$ cat src/rtl/core/fswp_pkg.sv
// ----------------------------------------------------------------------------
// fswp_pkg
// Shared types, constants and saturation helpers for the search window
// predictor.
// ----------------------------------------------------------------------------
package fswp_pkg;

   localparam int IMAGE_WIDTH  = 640;
   localparam int IMAGE_HEIGHT = 480;

   // Frame limits in Q12.4 pixels.
   localparam logic signed [39:0] X_LIMIT   = 40'(IMAGE_WIDTH * 16);
   localparam logic signed [39:0] Y_LIMIT   = 40'(IMAGE_HEIGHT * 16);
   localparam logic signed [39:0] LOW_LIMIT = 40'sd16;

   // Yaw magnitude above 0.1 in Q8.16 doubles the margin.
   localparam logic signed [23:0] YAW_LIMIT = 24'sd6553;

   // 1.0 in Q.16.
   localparam logic signed [47:0] UNIT_Q16 = 48'sd65536;

   // Reciprocal of five for a 25-bit shift; exact for magnitudes up to 2^23.
   localparam logic [22:0] DIV5_MUL   = 23'd6710887;
   localparam int          DIV5_SHIFT = 25;

   localparam logic [2:0] CSR_INV_FOCAL     = 3'd0;
   localparam logic [2:0] CSR_FOCAL_DT      = 3'd1;
   localparam logic [2:0] CSR_CENTER_U      = 3'd2;
   localparam logic [2:0] CSR_CENTER_V      = 3'd3;
   localparam logic [2:0] CSR_RADIUS        = 3'd4;
   localparam logic [2:0] CSR_YAW_RATE      = 3'd5;
   localparam logic [2:0] CSR_FORWARD_SPEED = 3'd6;

   localparam logic [1:0] KIND_OUT      = 2'd0;
   localparam logic [1:0] KIND_DEPTH    = 2'd1;
   localparam logic [1:0] KIND_ROTATION = 2'd2;

   typedef struct packed {
      logic        [23:0] inv_focal;
      logic        [31:0] focal_dt;
      logic        [15:0] center_u;
      logic        [15:0] center_v;
      logic        [15:0] radius;
      logic signed [23:0] yaw_rate;
      logic signed [23:0] forward_speed;
   } cfg_type;

   typedef struct packed {
      logic [15:0] point_x;
      logic [15:0] point_y;
      logic [15:0] inverse_depth;
      logic        last_point;
   } req_type;

   typedef struct packed {
      logic        [15:0] box_x_min;
      logic        [15:0] box_x_max;
      logic        [15:0] box_y_min;
      logic        [15:0] box_y_max;
      logic signed [15:0] flow_x;
      logic signed [15:0] flow_y;
      logic        [1:0]  window_kind;
      logic               last_result;
   } rsp_type;

   // Normalization stage results handed to the displacement stages.
   typedef struct packed {
      logic        [15:0] point_x;
      logic        [15:0] point_y;
      logic               depth;
      logic               last;
      logic signed [39:0] rot_x;   // rotation term before negation
      logic signed [39:0] rot_y;
      logic signed [38:0] trans_x; // depth translation term
      logic signed [38:0] trans_y;
      logic signed [36:0] slow_x;  // speed-over-five term
      logic signed [36:0] slow_y;
   } norm_type;

   // Pixel displacements handed to the window stage.
   typedef struct packed {
      logic        [15:0] point_x;
      logic        [15:0] point_y;
      logic               depth;
      logic               last;
      logic signed [35:0] disp_a_x;
      logic signed [35:0] disp_a_y;
      logic signed [35:0] disp_b_x;
      logic signed [35:0] disp_b_y;
      logic signed [15:0] rate_x;
      logic signed [15:0] rate_y;
   } disp_type;

   function automatic logic signed [31:0] sat32(input logic signed [47:0] x);
      if (x > 48'sd2147483647) begin
         sat32 = 32'sh7fffffff;
      end else if (x < -48'sd2147483648) begin
         sat32 = 32'sh80000000;
      end else begin
         sat32 = x[31:0];
      end
   endfunction

   function automatic logic signed [15:0] sat16(input logic signed [47:0] x);
      if (x > 48'sd32767) begin
         sat16 = 16'sh7fff;
      end else if (x < -48'sd32768) begin
         sat16 = 16'sh8000;
      end else begin
         sat16 = x[15:0];
      end
   endfunction

endpackage

$ cat src/rtl/core/fswp_window.sv
// ----------------------------------------------------------------------------
// fswp_window
// Final stage: forms the window, clips it to the frame (or marks the point
// out of frame) and registers the result beat.
// ----------------------------------------------------------------------------
module fswp_window (
   input  logic               clock,
   input  logic               advance,
   input  fswp_pkg::cfg_type  cfg,
   input  fswp_pkg::disp_type disp,
   output fswp_pkg::rsp_type  rsp
);
   import fswp_pkg::*;

   rsp_type            rsp_ff, rsp_in;
   logic signed [39:0] pxe, pye, ax, ay, bx, by, fxr, fyr;
   logic signed [39:0] lo_x, hi_x, lo_y, hi_y, margin;
   logic signed [39:0] xmin, xmax, ymin, ymax;
   logic [17:0]        r;
   logic [18:0]        m;
   logic               in_frame;

   always_comb begin
      pxe = $signed({24'd0, disp.point_x});
      pye = $signed({24'd0, disp.point_y});
      ax  = pxe - 40'(disp.disp_a_x);
      ay  = pye - 40'(disp.disp_a_y);
      fxr = -40'(disp.disp_b_x);
      fyr = -40'(disp.disp_b_y);
      bx  = pxe + fxr;
      by  = pye + fyr;

      r = ((cfg.yaw_rate > YAW_LIMIT) || (cfg.yaw_rate < -YAW_LIMIT))
          ? {1'b0, cfg.radius, 1'b0} : {2'b00, cfg.radius};
      m = disp.depth ? {r, 1'b0} : {1'b0, r};
      margin = $signed({21'd0, m});

      // The depth window is centered on one point, so both bounds coincide.
      if (disp.depth) begin
         lo_x = ax;
         hi_x = ax;
         lo_y = ay;
         hi_y = ay;
      end else begin
         lo_x = (ax < bx) ? ax : bx;
         hi_x = (ax > bx) ? ax : bx;
         lo_y = (ay < by) ? ay : by;
         hi_y = (ay > by) ? ay : by;
      end

      in_frame = !((lo_x < LOW_LIMIT) || (lo_y < LOW_LIMIT) ||
                   (hi_x > X_LIMIT) || (hi_y > Y_LIMIT));

      xmin = ((lo_x - margin) > LOW_LIMIT) ? (lo_x - margin) : LOW_LIMIT;
      xmax = ((hi_x + margin) < X_LIMIT) ? (hi_x + margin) : X_LIMIT;
      ymin = ((lo_y - margin) > LOW_LIMIT) ? (lo_y - margin) : LOW_LIMIT;
      ymax = ((hi_y + margin) < Y_LIMIT) ? (hi_y + margin) : Y_LIMIT;

      rsp_in.flow_x      = disp.depth ? disp.rate_x : sat16(48'(fxr));
      rsp_in.flow_y      = disp.depth ? disp.rate_y : sat16(48'(fyr));
      rsp_in.last_result = disp.last;
      if (in_frame) begin
         rsp_in.box_x_min   = xmin[15:0];
         rsp_in.box_x_max   = xmax[15:0];
         rsp_in.box_y_min   = ymin[15:0];
         rsp_in.box_y_max   = ymax[15:0];
         rsp_in.window_kind = disp.depth ? KIND_DEPTH : KIND_ROTATION;
      end else begin
         rsp_in.box_x_min   = 16'd0;
         rsp_in.box_x_max   = 16'd0;
         rsp_in.box_y_min   = 16'd0;
         rsp_in.box_y_max   = 16'd0;
         rsp_in.window_kind = KIND_OUT;
      end
   end

   always_ff @(posedge clock) begin
      if (advance) begin
         rsp_ff <= rsp_in;
      end
   end

   assign rsp = rsp_ff;

endmodule
$ cat config.mk
export PLATFORM = sky130hd
export DESIGN_NAME = fswp_window
export DESIGN_NICKNAME = d
export VERILOG_FILES = /design/src/rtl/core/fswp_pkg.sv /design/src/rtl/core/fswp_window.sv
export SDC_FILE = /design/constraint.sdc
export NUM_CORES = 1
export LEC_CHECK = 0
export ABC_AREA = 1
export BUFFER_PORTS_ARGS = -buffer_cell sky130_fd_sc_hd__buf_2
export CAP_MARGIN = 5
export CORE_MARGIN = 2
export CORE_UTILIZATION = 40
export DETAILED_ROUTE_END_ITERATION = 12
export GPL_ROUTABILITY_DRIVEN = 0
export GPL_TIMING_DRIVEN = 0
export SLEW_MARGIN = 20
export SYNTH_ARGS = -nofsm -noshare
export SYNTH_HDL_FRONTEND = slang
export SYNTH_SLANG_ARGS = --single-unit
$ cat constraint.sdc
create_clock -name clock -period 10.66 [get_ports clock]
set_input_delay 2.132 -clock clock [delete_from_list [all_inputs] [get_ports clock]]
set_output_delay 2.132 -clock clock [all_outputs]
set_load 0.01 [all_outputs]
==> metrics.md <==
| Metric | Value |
|---|---|
| CTS buffer count | 9 |
| Top cell by count, worst path | nand2_2 |
| Busiest grt layer | met2 |
| Die height | approximately 240 µm |
| Synth cell types | 70 |
| Max cap viols | 0 |
| Global-route wire length before repair | 127 mm |
| Hold Startpoint | disp[176] |
| Register area | between 2000 and 3000 µm² |
| Fillcell total | between 5000 and 6000 |
| Starting Density | 0.402 |
| Origin of the worst setup path | disp[68] |
| Relative slew margins | 0.261 |
| Pwr dens | 111 nW/µm² |
| Sequential area share after synthesis | 0.132 |
| Final WL | 86.7 mm |
| Share of flip-flops with an asynchronous set or reset | 0 |
| 1st-iter DRT viols | around 2200 |
| Global route overflow | 0 |
| IO Count | 463 |
| Core area | roughly 56000 µm² |
| Mapped Nets | approximately 4300 |
| Most used DFF post-synth | edfxtp_1 |
| CTS Sinks | 99 |
| Tmin final | 10.36 ns |
| Area post-placement | between 20000 and 30000 µm² |
| Avg Cell Area, Syn | about 6 µm² |
| Initial antenna violation count | 18 |
| Peak supply drop | 0.0885 mV |
| Fin. max-slew vios | 0 |
| Largest net degree at the start of global routing | 63 |
| CTS root buf | clkbuf_16 |
| P&R area growth vs syn | 25.3% |
| Final Setup Violations | 0 |
| HP Class | primary input to flop |
| Gate Count Post-Synth | 3700 |
| FF+latch count, synth | 99 |
| Ranking of synthesized cells by area | nand2_1 (15%), edfxtp_1 (13%), ha_1 (12%) |
| Worst path required time | ~11 ns |
| Yosys warns | 0 |
| Crit Path Category | primary input to flop |
| Clk slew on worst S/H paths | 0.08 ns |
| Final Hold Fails | 0 |
| Synth top area share | 0.150 |
| Post-CTS Hold Fix Bufs | 0 |
| EDFF count, synth | 99 |
| Critical path's largest stage delay | ~0.53 ns |
| Period utilization | 0.972 |
| GRT met3 Usage | 0.0570 |
| WP data arrival | 10.61 ns |
| Vias in the first global route | 22695 |
| Total number of vias | between 20000 and 30000 |
| GR Layer Usage met1 | 0.405 |
| Initial DRT Pass Iterations | 8 |
| DRT antenna net count | 0 |
| CP max stage cell | or4_4 |
| Max Freq | 0.0965 GHz |
| Multi-input gate area | around 19000 µm² |
| GRT Total Usage | 0.283 |
| Worst Tran Pin Value | about 1.1 ns |
| LEAKAGE | around 14 nW |
| Crit end category | flop |
| Outcome | complete, no violations |
| Critical Path Fanout Max | 10 |
| Cell area after layout | between 20000 and 30000 µm² |
| Cell Area, Synth | ~23000 µm² |
| DP HPWL | 73.3 mm |
| CTS H-Tree Depth | 3 |
| Tot Pwr | between 3 and 4 mW |
| Wire per inst | 17.5 µm |
| Drt drc | 0 |
| GR Util met2 | 0.427 |
| Final net count | approximately 4800 |
| Largest area contributor in the synthesized netlist | nand2_1 |
| Die area | between 50000 and 60000 µm² |
| Clock Path Buffers | 2 |
| Port Buffer Count | 350 |
| Max FFs per register | slightly below 100 |
| Drt via density | ~5.2 |
| Die width | between 200 and 250 µm |
| Share of layout cells above drive strength 1 | 0.242 |
| CTS tree | done |
| Rows | a little under 90 |
| Critical path launch point type | primary input |
## power by group
part	switching [mW]	leakage, nW	total [mW]	internal (mW)
logic	1.49	12.8	2.30	0.808
registers	0.00913	0.951	0.473	0.464
clock network	0.192	0.132	0.354	0.162
## final cells by class
cell class	count	share of cell area
clock buffer	9	0.00797
timing repair buffer	473	0.0979
sequential	99	0.105
clock inverter	7	0.00226
buffer	44	0.0132
antenna	9	0.000797
tap	756	0.0335
inverter	616	0.0831
multi-input combinational	2934	0.656
## layer usage
metal / vias up / wire, µm
li1: 13012 / -
met1: 11764 / 40600
met2: 997 / 36900
met3: 117 / 6640
met4: 16 / 2490
met5: - / 98
## critical path: cells and delay by family
kind	cells	cell delay [ns]
AOI/OAI and AO/OA	15	2.09
xor gates and xnor gates	3	0.60
buffers and inverters	10	1.13
adders and majority gates	4	1.02
and+or+nand+nor	26	3.63
## synthesized netlist by cell type, types with 12 or more instances
cell,number
a21oi_1,215
a31oi_1,12
buf_6,12
clkbuf_1,18
edfxtp_1,99
ha_1,212
inv_1,577
inv_2,38
nand2_1,902
nand2_2,46
nand3_1,226
nand3b_1,13
nand4_1,88
nor2_1,411
nor2_2,38
nor2_4,41
nor3_1,65
nor4_1,31
o21ai_0,160
o21ai_1,75
o21ai_2,17
o21bai_1,13
xnor2_1,70
xor2_1,164
## what timing repair did
| item | in CTS | in global routing |
|---|---|---|
| endpoints found under the hold margin | 0 | 0 |
| pin swaps | 34 | 153 |
| setup buffers | 32 | 88 |
| gates resized for setup | 104 | 293 |
| endpoints found under the setup margin | 64 | 64 |
| cloned | 0 | 3 |
## per-stage QoR
step / TNS, ns / hold WS (ns) / setup slack (ns) / utilization / instances
final: 0 / 1.93 / 0.303 / 0.504 / 4947
after global routing: -4.49 / 1.92 / -0.176 / 0.504 / 4945
after CTS: 0 / 1.91 / 0.0184 / 0.468 / 4852
after detailed placement: -91.22 / 2.32 / -1.77 / 0.451 / 4807
after global placement: -88.92 / 2.31 / -1.75 / 0.450 / 4806
after floorplan: 0 / 2.23 / 0.148 / - / 3700
## cell families after synthesis
family                   synth area share
buffers and inverters               0.119
adder cells (fa/ha/maj)             0.125
AND/OR/NAND/NOR                     0.397
AO/OA/AOI/OAI                       0.134
flip-flops                          0.132
XOR/XNOR                           0.0931
## cell usage in the layout (no fill, tap or decap), types with 10 or more instances in the layout
cell,n
nand2_1,864
inv_1,554
nor2_1,378
buf_2,347
nand3_1,216
a21oi_1,185
ha_1,182
xor2_1,146
o21ai_0,135
buf_4,130
edfxtp_1,99
nand4_1,88
o21ai_1,78
nand2_2,75
nor2_4,71
xnor2_1,64
inv_2,55
nor3_1,47
nor2_2,41
o21ai_2,30
a21oi_2,27
ha_4,24
nor4_1,23
nor3_2,19
nand3_2,17
nand2_4,16
xor2_2,15
clkbuf_1,14
nand3b_1,13
clkbuf_16,12
nand3_4,11
a21o_1,10
o21bai_1,10
a31oi_1,10
or2_2,10
buf_6,10
## path summary, 6_finish.rpt
| check | to | slack (ns) | cells after the start |
|---|---|---|---|
| worst max-delay path | rsp[81] | 0.30 | 58 |
| worst min-delay path | rsp[0] | 1.93 | 1 |
No activity file was read; power rests on OpenSTA's default activity.
